--- src/hdl/ysm_pkg.sv ---
// Shared types and constants for the Yasmarang ranged generator.
package ysm_pkg;

  localparam int unsigned WordWidth = 32;
  localparam int unsigned DatWidth  = 8;
  localparam int unsigned IdxWidth  = 2;
  localparam int unsigned CntWidth  = 6;

  // Configuration register indexes
  localparam logic [IdxWidth-1:0] RegSeedPad = 2'd0;
  localparam logic [IdxWidth-1:0] RegSeedN   = 2'd1;
  localparam logic [IdxWidth-1:0] RegSeedD   = 2'd2;

  // Request codes
  localparam logic OpRaw    = 1'b0;
  localparam logic OpRanged = 1'b1;

  // Generator shift amounts and masks
  localparam int unsigned PadRotL  = 3;
  localparam int unsigned PadRotR  = 29;
  localparam int unsigned DMixL    = 31;
  localparam int unsigned DMixR    = 1;
  localparam int unsigned DatShift = 8;
  localparam int unsigned OutDL    = 5;
  localparam int unsigned OutPR    = 18;
  localparam int unsigned OutDatL  = 1;
  localparam logic [WordWidth-1:0] NOrMask = 32'd2;
  localparam logic [DatWidth-1:0]  DatXor  = 8'd1;

  typedef logic [WordWidth-1:0] word_t;

  typedef enum logic [2:0] {
    ST_IDLE,
    ST_MUL,
    ST_STEP,
    ST_DIV_GO,
    ST_DIV_WAIT,
    ST_FIN
  } state_t;

  typedef struct packed {
    logic seed;
    logic mul;
    logic step;
  } gen_ctl_t;

  typedef struct packed {
    logic done;
  } div_stat_t;

endpackage

--- src/hdl/ysm_gen.sv ---
// Yasmarang generator state with a registered d*n product and a registered step.
module ysm_gen import ysm_pkg::*; (
  input  logic     clk,
  input  logic     rst,
  input  gen_ctl_t ctl,
  input  word_t    seed_pad,
  input  word_t    seed_n,
  input  word_t    seed_d,
  output word_t    word
);

  logic                seeded;
  word_t               pad;
  word_t               n;
  word_t               d;
  logic [DatWidth-1:0] dat;
  word_t               prod;

  word_t               p0;
  word_t               p;
  word_t               d_next;
  logic [DatWidth-1:0] dat_next;
  word_t               word_next;

  always_comb begin
    p0        = pad + word_t'(dat) + prod;
    p         = (p0 << PadRotL) + (p0 >> PadRotR);
    d_next    = d ^ ((p << DMixL) + (p >> DMixR));
    dat_next  = dat ^ p[DatWidth-1:0] ^ d_next[DatShift +: DatWidth] ^ DatXor;
    word_next = p ^ (d_next << OutDL) ^ (p >> OutPR) ^ (word_t'(dat_next) << OutDatL);
  end

  always_ff @(posedge clk) begin
    if (rst) begin
      seeded <= 1'b0;
      pad    <= '0;
      n      <= '0;
      d      <= '0;
      dat    <= '0;
    end else if (ctl.seed && !seeded) begin
      seeded <= 1'b1;
      pad    <= seed_pad;
      n      <= seed_n;
      d      <= seed_d;
      dat    <= '0;
    end else if (ctl.step) begin
      pad <= p;
      n   <= p | NOrMask;
      d   <= d_next;
      dat <= dat_next;
    end
  end

  always_ff @(posedge clk) begin
    if (ctl.mul) begin
      prod <= d * n;
    end
    if (ctl.step) begin
      word <= word_next;
    end
  end

endmodule

--- src/hdl/ysm_div.sv ---
// Restoring radix-2 remainder unit, one quotient bit per cycle.
module ysm_div import ysm_pkg::*; (
  input  logic      clk,
  input  logic      rst,
  input  logic      start,
  input  word_t     dividend,
  input  word_t     divisor,
  output div_stat_t stat,
  output word_t     rem
);

  word_t                 dvd;
  word_t                 dvsr;
  logic [CntWidth-1:0]   cnt;
  logic                  done;
  logic [WordWidth:0]    shifted;
  logic [WordWidth:0]    diff;

  always_comb begin
    shifted = {rem, dvd[WordWidth-1]};
    diff    = shifted - {1'b0, dvsr};
  end

  always_ff @(posedge clk) begin
    if (rst) begin
      cnt  <= '0;
      done <= 1'b0;
    end else if (start) begin
      cnt  <= CntWidth'(WordWidth);
      done <= 1'b0;
    end else if (cnt != '0) begin
      cnt  <= cnt - 1'b1;
      done <= (cnt == CntWidth'(1));
    end else begin
      done <= 1'b0;
    end
  end

  always_ff @(posedge clk) begin
    if (start) begin
      rem  <= '0;
      dvd  <= dividend;
      dvsr <= divisor;
    end else if (cnt != '0) begin
      // keep the trial difference when it does not go negative
      rem <= diff[WordWidth] ? shifted[WordWidth-1:0] : diff[WordWidth-1:0];
      dvd <= dvd << 1;
    end
  end

  assign stat.done = done;

endmodule

--- src/hdl/yasmarang_prng_ranged_unit.sv ---
// Top level of the Yasmarang generator with range reduction.
//
//  channel   direction  handshake             payload
//  request   in         in_valid / in_stall   opcode, low_bound, high_bound
//  result    out        out_valid / out_stall value
//  config    in         cfg_valid / cfg_ready cfg_index, cfg_data
//
// A raw request passes from accept to result register through these steps: accept,
// product d*n, generator step, load result. A ranged request adds the
// remainder unit: a start, one step per bit of the word and a wait to see done.
// A ranged request with equal bounds goes from accept straight to load result.
// Reset clears the seeds, the generator and the sequencer; the first
// advancing request loads the generator from the seed registers.
// A stalled result beat holds in the output register; the sequencer holds
// its final state until the register is free.
module yasmarang_prng_ranged_unit import ysm_pkg::*; (
  input  logic                clk,
  input  logic                rst,
  // request channel
  input  logic                in_valid,
  output logic                in_stall,
  input  logic                opcode,
  input  logic [31:0]         low_bound,
  input  logic [31:0]         high_bound,
  // result channel
  output logic                out_valid,
  input  logic                out_stall,
  output logic [31:0]         value,
  // configuration write channel
  input  logic                cfg_valid,
  output logic                cfg_ready,
  input  logic [IdxWidth-1:0] cfg_index,
  input  logic [31:0]         cfg_data
);

  state_t    state;
  state_t    state_next;
  gen_ctl_t  gen_ctl;
  div_stat_t div_stat;
  logic      div_start;
  logic      accept;
  logic      out_free;
  logic      bounds_equal;

  word_t     seed_pad;
  word_t     seed_n;
  word_t     seed_d;

  logic      op_q;
  logic      zero_q;
  word_t     lo_q;
  word_t     span_q;

  word_t     gen_word;
  word_t     div_rem;
  word_t     result;

  // Configuration is always taken; the seeds only matter at first use.
  assign cfg_ready = 1'b1;

  always_ff @(posedge clk) begin
    if (rst) begin
      seed_pad <= '0;
      seed_n   <= '0;
      seed_d   <= '0;
    end else if (cfg_valid && cfg_ready) begin
      unique case (cfg_index)
        RegSeedPad: seed_pad <= cfg_data;
        RegSeedN:   seed_n   <= cfg_data;
        RegSeedD:   seed_d   <= cfg_data;
        default:    ;
      endcase
    end
  end

  // Take a request only when the sequencer is parked.
  assign in_stall     = (state != ST_IDLE);
  assign accept       = in_valid && !in_stall;
  assign bounds_equal = (low_bound == high_bound);
  assign out_free     = !out_valid || !out_stall;

  // Latch the request; the span wraps when the bounds are reversed.
  always_ff @(posedge clk) begin
    if (accept) begin
      op_q   <= opcode;
      zero_q <= (opcode == OpRanged) && bounds_equal;
      lo_q   <= low_bound;
      span_q <= high_bound - low_bound;
    end
  end

  always_ff @(posedge clk) begin
    if (rst) begin
      state <= ST_IDLE;
    end else begin
      state <= state_next;
    end
  end

  always_comb begin
    state_next = state;
    gen_ctl    = '0;
    div_start  = 1'b0;
    unique case (state)
      ST_IDLE: begin
        if (accept) begin
          if ((opcode == OpRanged) && bounds_equal) begin
            state_next = ST_FIN;
          end else begin
            // seed on the first advancing request after reset
            gen_ctl.seed = 1'b1;
            state_next   = ST_MUL;
          end
        end
      end
      ST_MUL: begin
        gen_ctl.mul = 1'b1;
        state_next  = ST_STEP;
      end
      ST_STEP: begin
        gen_ctl.step = 1'b1;
        state_next   = (op_q == OpRanged) ? ST_DIV_GO : ST_FIN;
      end
      ST_DIV_GO: begin
        div_start  = 1'b1;
        state_next = ST_DIV_WAIT;
      end
      ST_DIV_WAIT: begin
        if (div_stat.done) begin
          state_next = ST_FIN;
        end
      end
      ST_FIN: begin
        if (out_free) begin
          state_next = ST_IDLE;
        end
      end
      default: state_next = ST_IDLE;
    endcase
  end

  ysm_gen u_gen (
    .clk      (clk),
    .rst      (rst),
    .ctl      (gen_ctl),
    .seed_pad (seed_pad),
    .seed_n   (seed_n),
    .seed_d   (seed_d),
    .word     (gen_word)
  );

  ysm_div u_div (
    .clk      (clk),
    .rst      (rst),
    .start    (div_start),
    .dividend (gen_word),
    .divisor  (span_q),
    .stat     (div_stat),
    .rem      (div_rem)
  );

  // Pick the finished value: zero for equal bounds, else raw or reduced word.
  always_comb begin
    if (zero_q) begin
      result = '0;
    end else if (op_q == OpRanged) begin
      result = div_rem + lo_q;
    end else begin
      result = gen_word;
    end
  end

  // Output register: load on finish, drop the beat once taken.
  always_ff @(posedge clk) begin
    if (rst) begin
      out_valid <= 1'b0;
    end else if ((state == ST_FIN) && out_free) begin
      out_valid <= 1'b1;
    end else if (out_valid && !out_stall) begin
      out_valid <= 1'b0;
    end
  end

  always_ff @(posedge clk) begin
    if ((state == ST_FIN) && out_free) begin
      value <= result;
    end
  end

endmodule
--- config.mk ---
export PLATFORM = sky130hd
export DESIGN_NAME = yasmarang_prng_ranged_unit
export DESIGN_NICKNAME = d
export VERILOG_FILES = /design/src/hdl/ysm_pkg.sv /design/src/hdl/ysm_gen.sv /design/src/hdl/ysm_div.sv /design/src/hdl/yasmarang_prng_ranged_unit.sv
export SDC_FILE = /design/constraint.sdc
export NUM_CORES = 2
export LEC_CHECK = 0
export ABC_AREA = 0
export ABC_CLOCK_PERIOD_IN_PS = 8800
export CAP_MARGIN = 20
export CORE_MARGIN = 3
export CORE_UTILIZATION = 35
export CTS_CLUSTER_SIZE = 25
export DETAILED_ROUTE_END_ITERATION = 7
export DONT_BUFFER_PORTS = 1
export GPL_ROUTABILITY_DRIVEN = 0
export GPL_TIMING_DRIVEN = 0
export PLACE_DENSITY = 0.45
export SETUP_SLACK_MARGIN = 0.2
export SLEW_MARGIN = 25
export SYNTH_ARGS = -nofsm -noshare
export SYNTH_HDL_FRONTEND = slang
export SYNTH_SLANG_ARGS = --single-unit
--- constraint.sdc ---
create_clock -name clk -period 8.8 [get_ports clk]
set_clock_uncertainty 0.1 [all_clocks]
set_input_delay 0.44 -clock clk [delete_from_list [all_inputs] [get_ports clk]]
set_output_delay 0.44 -clock clk [all_outputs]
set_load 0.1 [all_outputs]
### Word level (Yosys, flattened, before mapping)

Index checks and enable logic that the tools add are counted.

* register bits after elaboration: 470
* latch bits: 0
* bits in writable memories: 0
* ROM bits: 0
* input port bits: 104
* output and inout bits: 35
* word-level logic and storage cells: 102
* memories kept: 0

* add/sub/neg operators: 8
* multipliers: 1
* div/mod/pow operators: 0
* order comparisons: 0
* equality and inequality tests: 12
* shifts and indexed selects: 0
* mux-type cells: 26
* bitwise gates (word level): 8
* reduce and logical (&&, ||, !) cells: 24

Operators by type and width (count)
* 2-to-1 mux 32 bit: 10
* adder 32 bit: 2
* bitwise XOR 32 bit: 2
* subtractor 33 x 32 -> 33 bit: 1
* adder 32 x 3 -> 32 bit: 1
* adder 32 x 31 -> 32 bit: 1
* adder 32 x 8 -> 32 bit: 1
* == test 32 bit: 1
* multiplier 32 x 32 -> 32 bit: 1
* subtractor 32 bit: 1
* bitwise XOR 32 x 14 -> 32 bit: 1
* bitwise XOR 32 x 9 -> 32 bit: 1
* one-hot mux 3 bit (6 select lines): 1
* bitwise XOR 8 bit: 2
* 2-to-1 mux 3 bit: 5
* 2-to-1 mux 6 bit: 2
* 2-to-1 mux 1 bit: 8
* == test 3 x 2 -> 1 bit, second input constant: 2
* == test 3 bit, second input constant: 2
* == test 6 x 1 -> 1 bit, second input constant: 1
* AND reduction 2 bit: 3
* nonzero test 2 bit: 3
* nonzero test 6 bit: 1
* subtractor 6 x 1 -> 6 bit, second input constant: 1
* 15 further kinds: 25

### Depth between registers and ports, before layout

* word-level depth: 8
* depth in mapped cells: 28
* mapped depth without buffers: 26

### Cells and area by module

From an unflattened synthesis, not the netlist that was laid out.

* cell total of the unflattened synthesis: 4492
* area, all modules: 41793.8 sq um

Modules (own cells, without submodules)
* ysm_gen: instances 1, cells each 2691, area an instance 24943.9 sq um, seq. area each 4023.9 sq um
* yasmarang_prng_ranged_unit: instances 1, cells each 1169, area an instance 10689.0 sq um, seq. area each 4944.7 sq um
* ysm_div: instances 1, cells each 632, area an instance 6160.9 sq um, seq. area each 2702.6 sq um

### Worst setup path after synthesis

OpenSTA, ideal clock, no wires.

* path kind: reg-to-reg
* start: register u_gen.n[6]
* end: register u_gen.prod[29] (data pin)
* setup time: 258 ps
* arrival time: 6662 ps
* required time: 8442 ps
* setup slack: 1780 ps
* stages on the path, launching flop included: 27
* path buffers: 2
* clock period less this slack: 7020 ps
* cells stage by stage: dfxtp_1 -> clkbuf_1 -> clkbuf_1 -> and2_1 -> fa_1 -> fa_1 -> fa_1 -> inv_1 -> fa_1 -> inv_1 -> fa_1 -> inv_1 -> fa_1 -> inv_1 -> fa_1 -> fa_1 -> ha_1 -> a21o_1 -> a21oi_1 -> nor2_1 -> o21ai_0 -> a211o_1 -> o21ai_0 -> a31o_2 -> a41oi_1 -> nor2b_1 -> xnor2_1

* longest elaborated chain between the ends: 1

Ends and longest elaborated chain
* start, declared: RTL line ysm_gen.sv:14 `word_t n;`
* start signal, assigned: RTL line ysm_gen.sv:43 `n <= seed_n;`
* start signal, assigned: RTL line ysm_gen.sv:48 `n <= p | NOrMask;`
* multiplier 32 x 32 -> 32 bit: RTL line ysm_gen.sv:56 `prod <= d * n;`
* end signal, assigned: RTL line ysm_gen.sv:56
* end, declared: RTL line ysm_gen.sv:17 `word_t prod;`

Every way passes these cells.
A chain may end at the register's enable or synchronous reset.

### Worst setup path in the final report

* start: register u_gen.d[15]
* end: register u_gen.prod[30] (data pin)

* longest elaborated chain between the ends: 1

Ends and longest elaborated chain
* start, declared: RTL line ysm_gen.sv:15 `word_t d;`
* start signal, assigned: RTL line ysm_gen.sv:49 `d <= d_next;`
* multiplier 32 x 32 -> 32 bit: RTL line ysm_gen.sv:56

Every way passes these cells.

==> results_dict.tcl <==
set metrics [dict create \
    ir_worst_vdd_v 0.000168 \
    cts_max_level 2 \
    clkTransAtPathRegs_ns 0.07 \
    cts_buffer_depth 3 \
    first_iter_violations 2988 \
    grt_max_degree 42 \
    root_buffer "clkbuf_16" \
    start_kind "flop" \
    clock_latency_ns 0.62 \
    synth.avg_cell_area_um2 9.30 \
    slew_headroom 0.295 \
    grt_usage 0.252 \
    required_ns 9.05 \
    synth_nets 5153 \
    grt_pass1_vias 31745 \
    fin_nets 5286 \
    ys_ff_latch 470 \
    final_cell_mix "nand2_1 (657), inv_1 (516), fa_1 (420)" \
    placed_area_um2 42700 \
    antenna_left 0 \
    numClockSinks 470 \
    wl_mm 152 \
    io_buffers 0 \
    hold_violations 0 \
    numCtsBuffers 52 \
    grt_overflow 0 \
    mostFrequentLayoutCell "nand2_1" \
    io_pins 139 \
    seq_area_frac_synth 0.288 \
    power.static_leakage_nw 19.1 \
    avgRoutedWirePerCell_um 25.2 \
    synth-edff-count 226 \
    async_flop_share 0 \
    rsz0062_at_grt "yes" \
    criticalPathCategory "reg2reg" \
    place_inst 5878 \
    worstPathArrival_ns 8.67 \
    setup_ws_ns 0.387 \
    synth_top_cell_by_area "fa_1" \
    slew_violations 0 \
    status "completed" \
    area_growth_pct 11.4 \
    min_period_ns 8.41 \
    place_hpwl_mm 122 \
    finalSetupViolCount 0 \
    fmax_ghz 0.119 \
    synth_cell_type_count 92 \
    first_pass_iters 6 \
    die_w_um 346 \
    powerDensity_nw_per_um2 205 \
    hold-worst-slack_ns 0.0465 \
    fin_area_um2 45200 \
    maxCapViolations 0 \
    row_count 124 \
    yosysWarningCount 0 \
    synth_cells 4357 \
    place_ws_ns -0.275 \
    drc 0 \
    cp_max_fo 10 \
    post_route_cells_drive_above_1_share 0.0439 \
    viasPerCell 5.27 \
    finalCritPeriodShare 0.956 \
    synth_top_area_frac 0.207 \
    start_util 0.354 \
    worstMarginPinSlew_ns 1.05 \
    synth_area_um2 40500 \
    antenna_found_initial 10 \
    grt_pass1_wl_mm 222 \
    finalNonFillerCells 6045 \
    cts_tree "yes" \
    ys_top_cells_by_area "fa_1 (21%), edfxtp_1 (17%), dfxtp_1 (12%)" \
    die_y_um 346 \
    yosys_most_used_dff "dfxtp_1" \
    hp-class "in2reg" \
    coreArea_um2 115000 \
    die_area_um2 120000 \
    via_count 31873 \
    critPathCaptureType "flop" \
]
per-stage QoR:
stage	TNS, ns	utilization	power [mW]
after floorplan	0	-	5.72
after global placement	-20.80	0.370	6.99
after detailed placement	-0.768	0.372	7.01
after CTS	0	0.393	9.29
after global routing	0	0.394	9.81
final	0	0.394	9.26
cell type report:
cell class	instances	area, µm²
Tap cell	1512	1890
Multi-Input combinational cell	3151	26100
Buffer	218	968
Antenna cell	1	2.50
Clock inverter	19	190
Sequential cell	470	11700
Clock buffer	77	1500
Inverter	517	1940
Timing Repair Buffer	80	912
Fill cell	11688	69500
routing by layer:
metal / wire length, µm / vias up / global-route usage
li1: - / 14542 / -
met1: 70000 / 16141 / 0.363
met2: 68700 / 983 / 0.402
met3: 9020 / 205 / 0.0285
met4: 4600 / 2 / 0.0669
met5: 13 / - / 0
worst paths after layout:
check | start | endpoint | slack (ns) | cells after the start
min | out_stall | state[0] | 0.05 | 4
max | u_gen.d[15] | u_gen.prod[30] | 0.39 | 23
min reg2reg | span_q[29] | u_div.dvsr[29] | 0.32 | 0
max reg2reg | u_gen.d[15] | u_gen.prod[30] | 0.39 | 23
worst max-delay path, stage by stage, from the launching register on:
cell	delay, ns
dfxtp_1	0.33
clkbuf_1	0.63
clkbuf_1	0.60
and2_1	0.25
fa_1	0.47
fa_1	0.51
fa_1	0.55
inv_1	0.06
fa_1	0.49
inv_1	0.06
fa_1	0.48
fa_1	0.57
fa_1	0.46
fa_1	0.46
ha_1	0.38
a21o_1	0.20
a21o_1	0.17
a21oi_1	0.33
o21bai_1	0.10
a21oi_1	0.20
o311ai_0	0.23
a41o_1	0.28
a21oi_1	0.18
xnor2_1	0.08
Yosys cell counts, types with 7 or more instances:
cell type  number
nand2_1       657
inv_1         517
fa_1          420
a21oi_1       313
and2_1        300
ha_1          272
dfxtp_1       244
edfxtp_1      226
clkbuf_1      198
xnor2_1       196
nor2_1        188
o21ai_0       103
xor2_1         89
a21o_1         64
nor3_1         59
a22oi_1        49
mux2i_1        48
a211oi_1       32
nand2b_1       26
a31oi_1        24
nor2b_1        24
o21a_1         23
o21bai_1       23
nand3_1        22
nand4_1        16
and3_1         15
or3_1          15
a221oi_1       14
or2_2          14
buf_1          11
o21ai_1         9
o211ai_1        8
nor3b_1         7
kinds of logic after synthesis:
group | share of synthesized area
AND/OR/NAND/NOR | 0.157
AO/OA/AOI/OAI | 0.118
buffers and inverters | 0.0698
adder cells (fa/ha/maj) | 0.291
flip-flops | 0.288
XOR/XNOR | 0.0642
multiplexers | 0.0119
other | 0.0000925
what timing repair did:
item,4_1_cts,5_1_grt
hold endpoints to repair,137,0
setup endpoints to repair,9,8
buffers inserted,0,1
pin swaps,0,1
gates resized for setup,18,74
hold buffers,70,0
power by group:
part	total [mW]	leakage (nW)	internal, mW	switching (mW)
clock	2.21	0.816	1.26	0.947
sequential	3.04	4.13	2.74	0.293
combinational	4.02	14.2	1.52	2.50
total	9.26	19.1	5.53	3.74
Power figures use the tool's default switching activity.
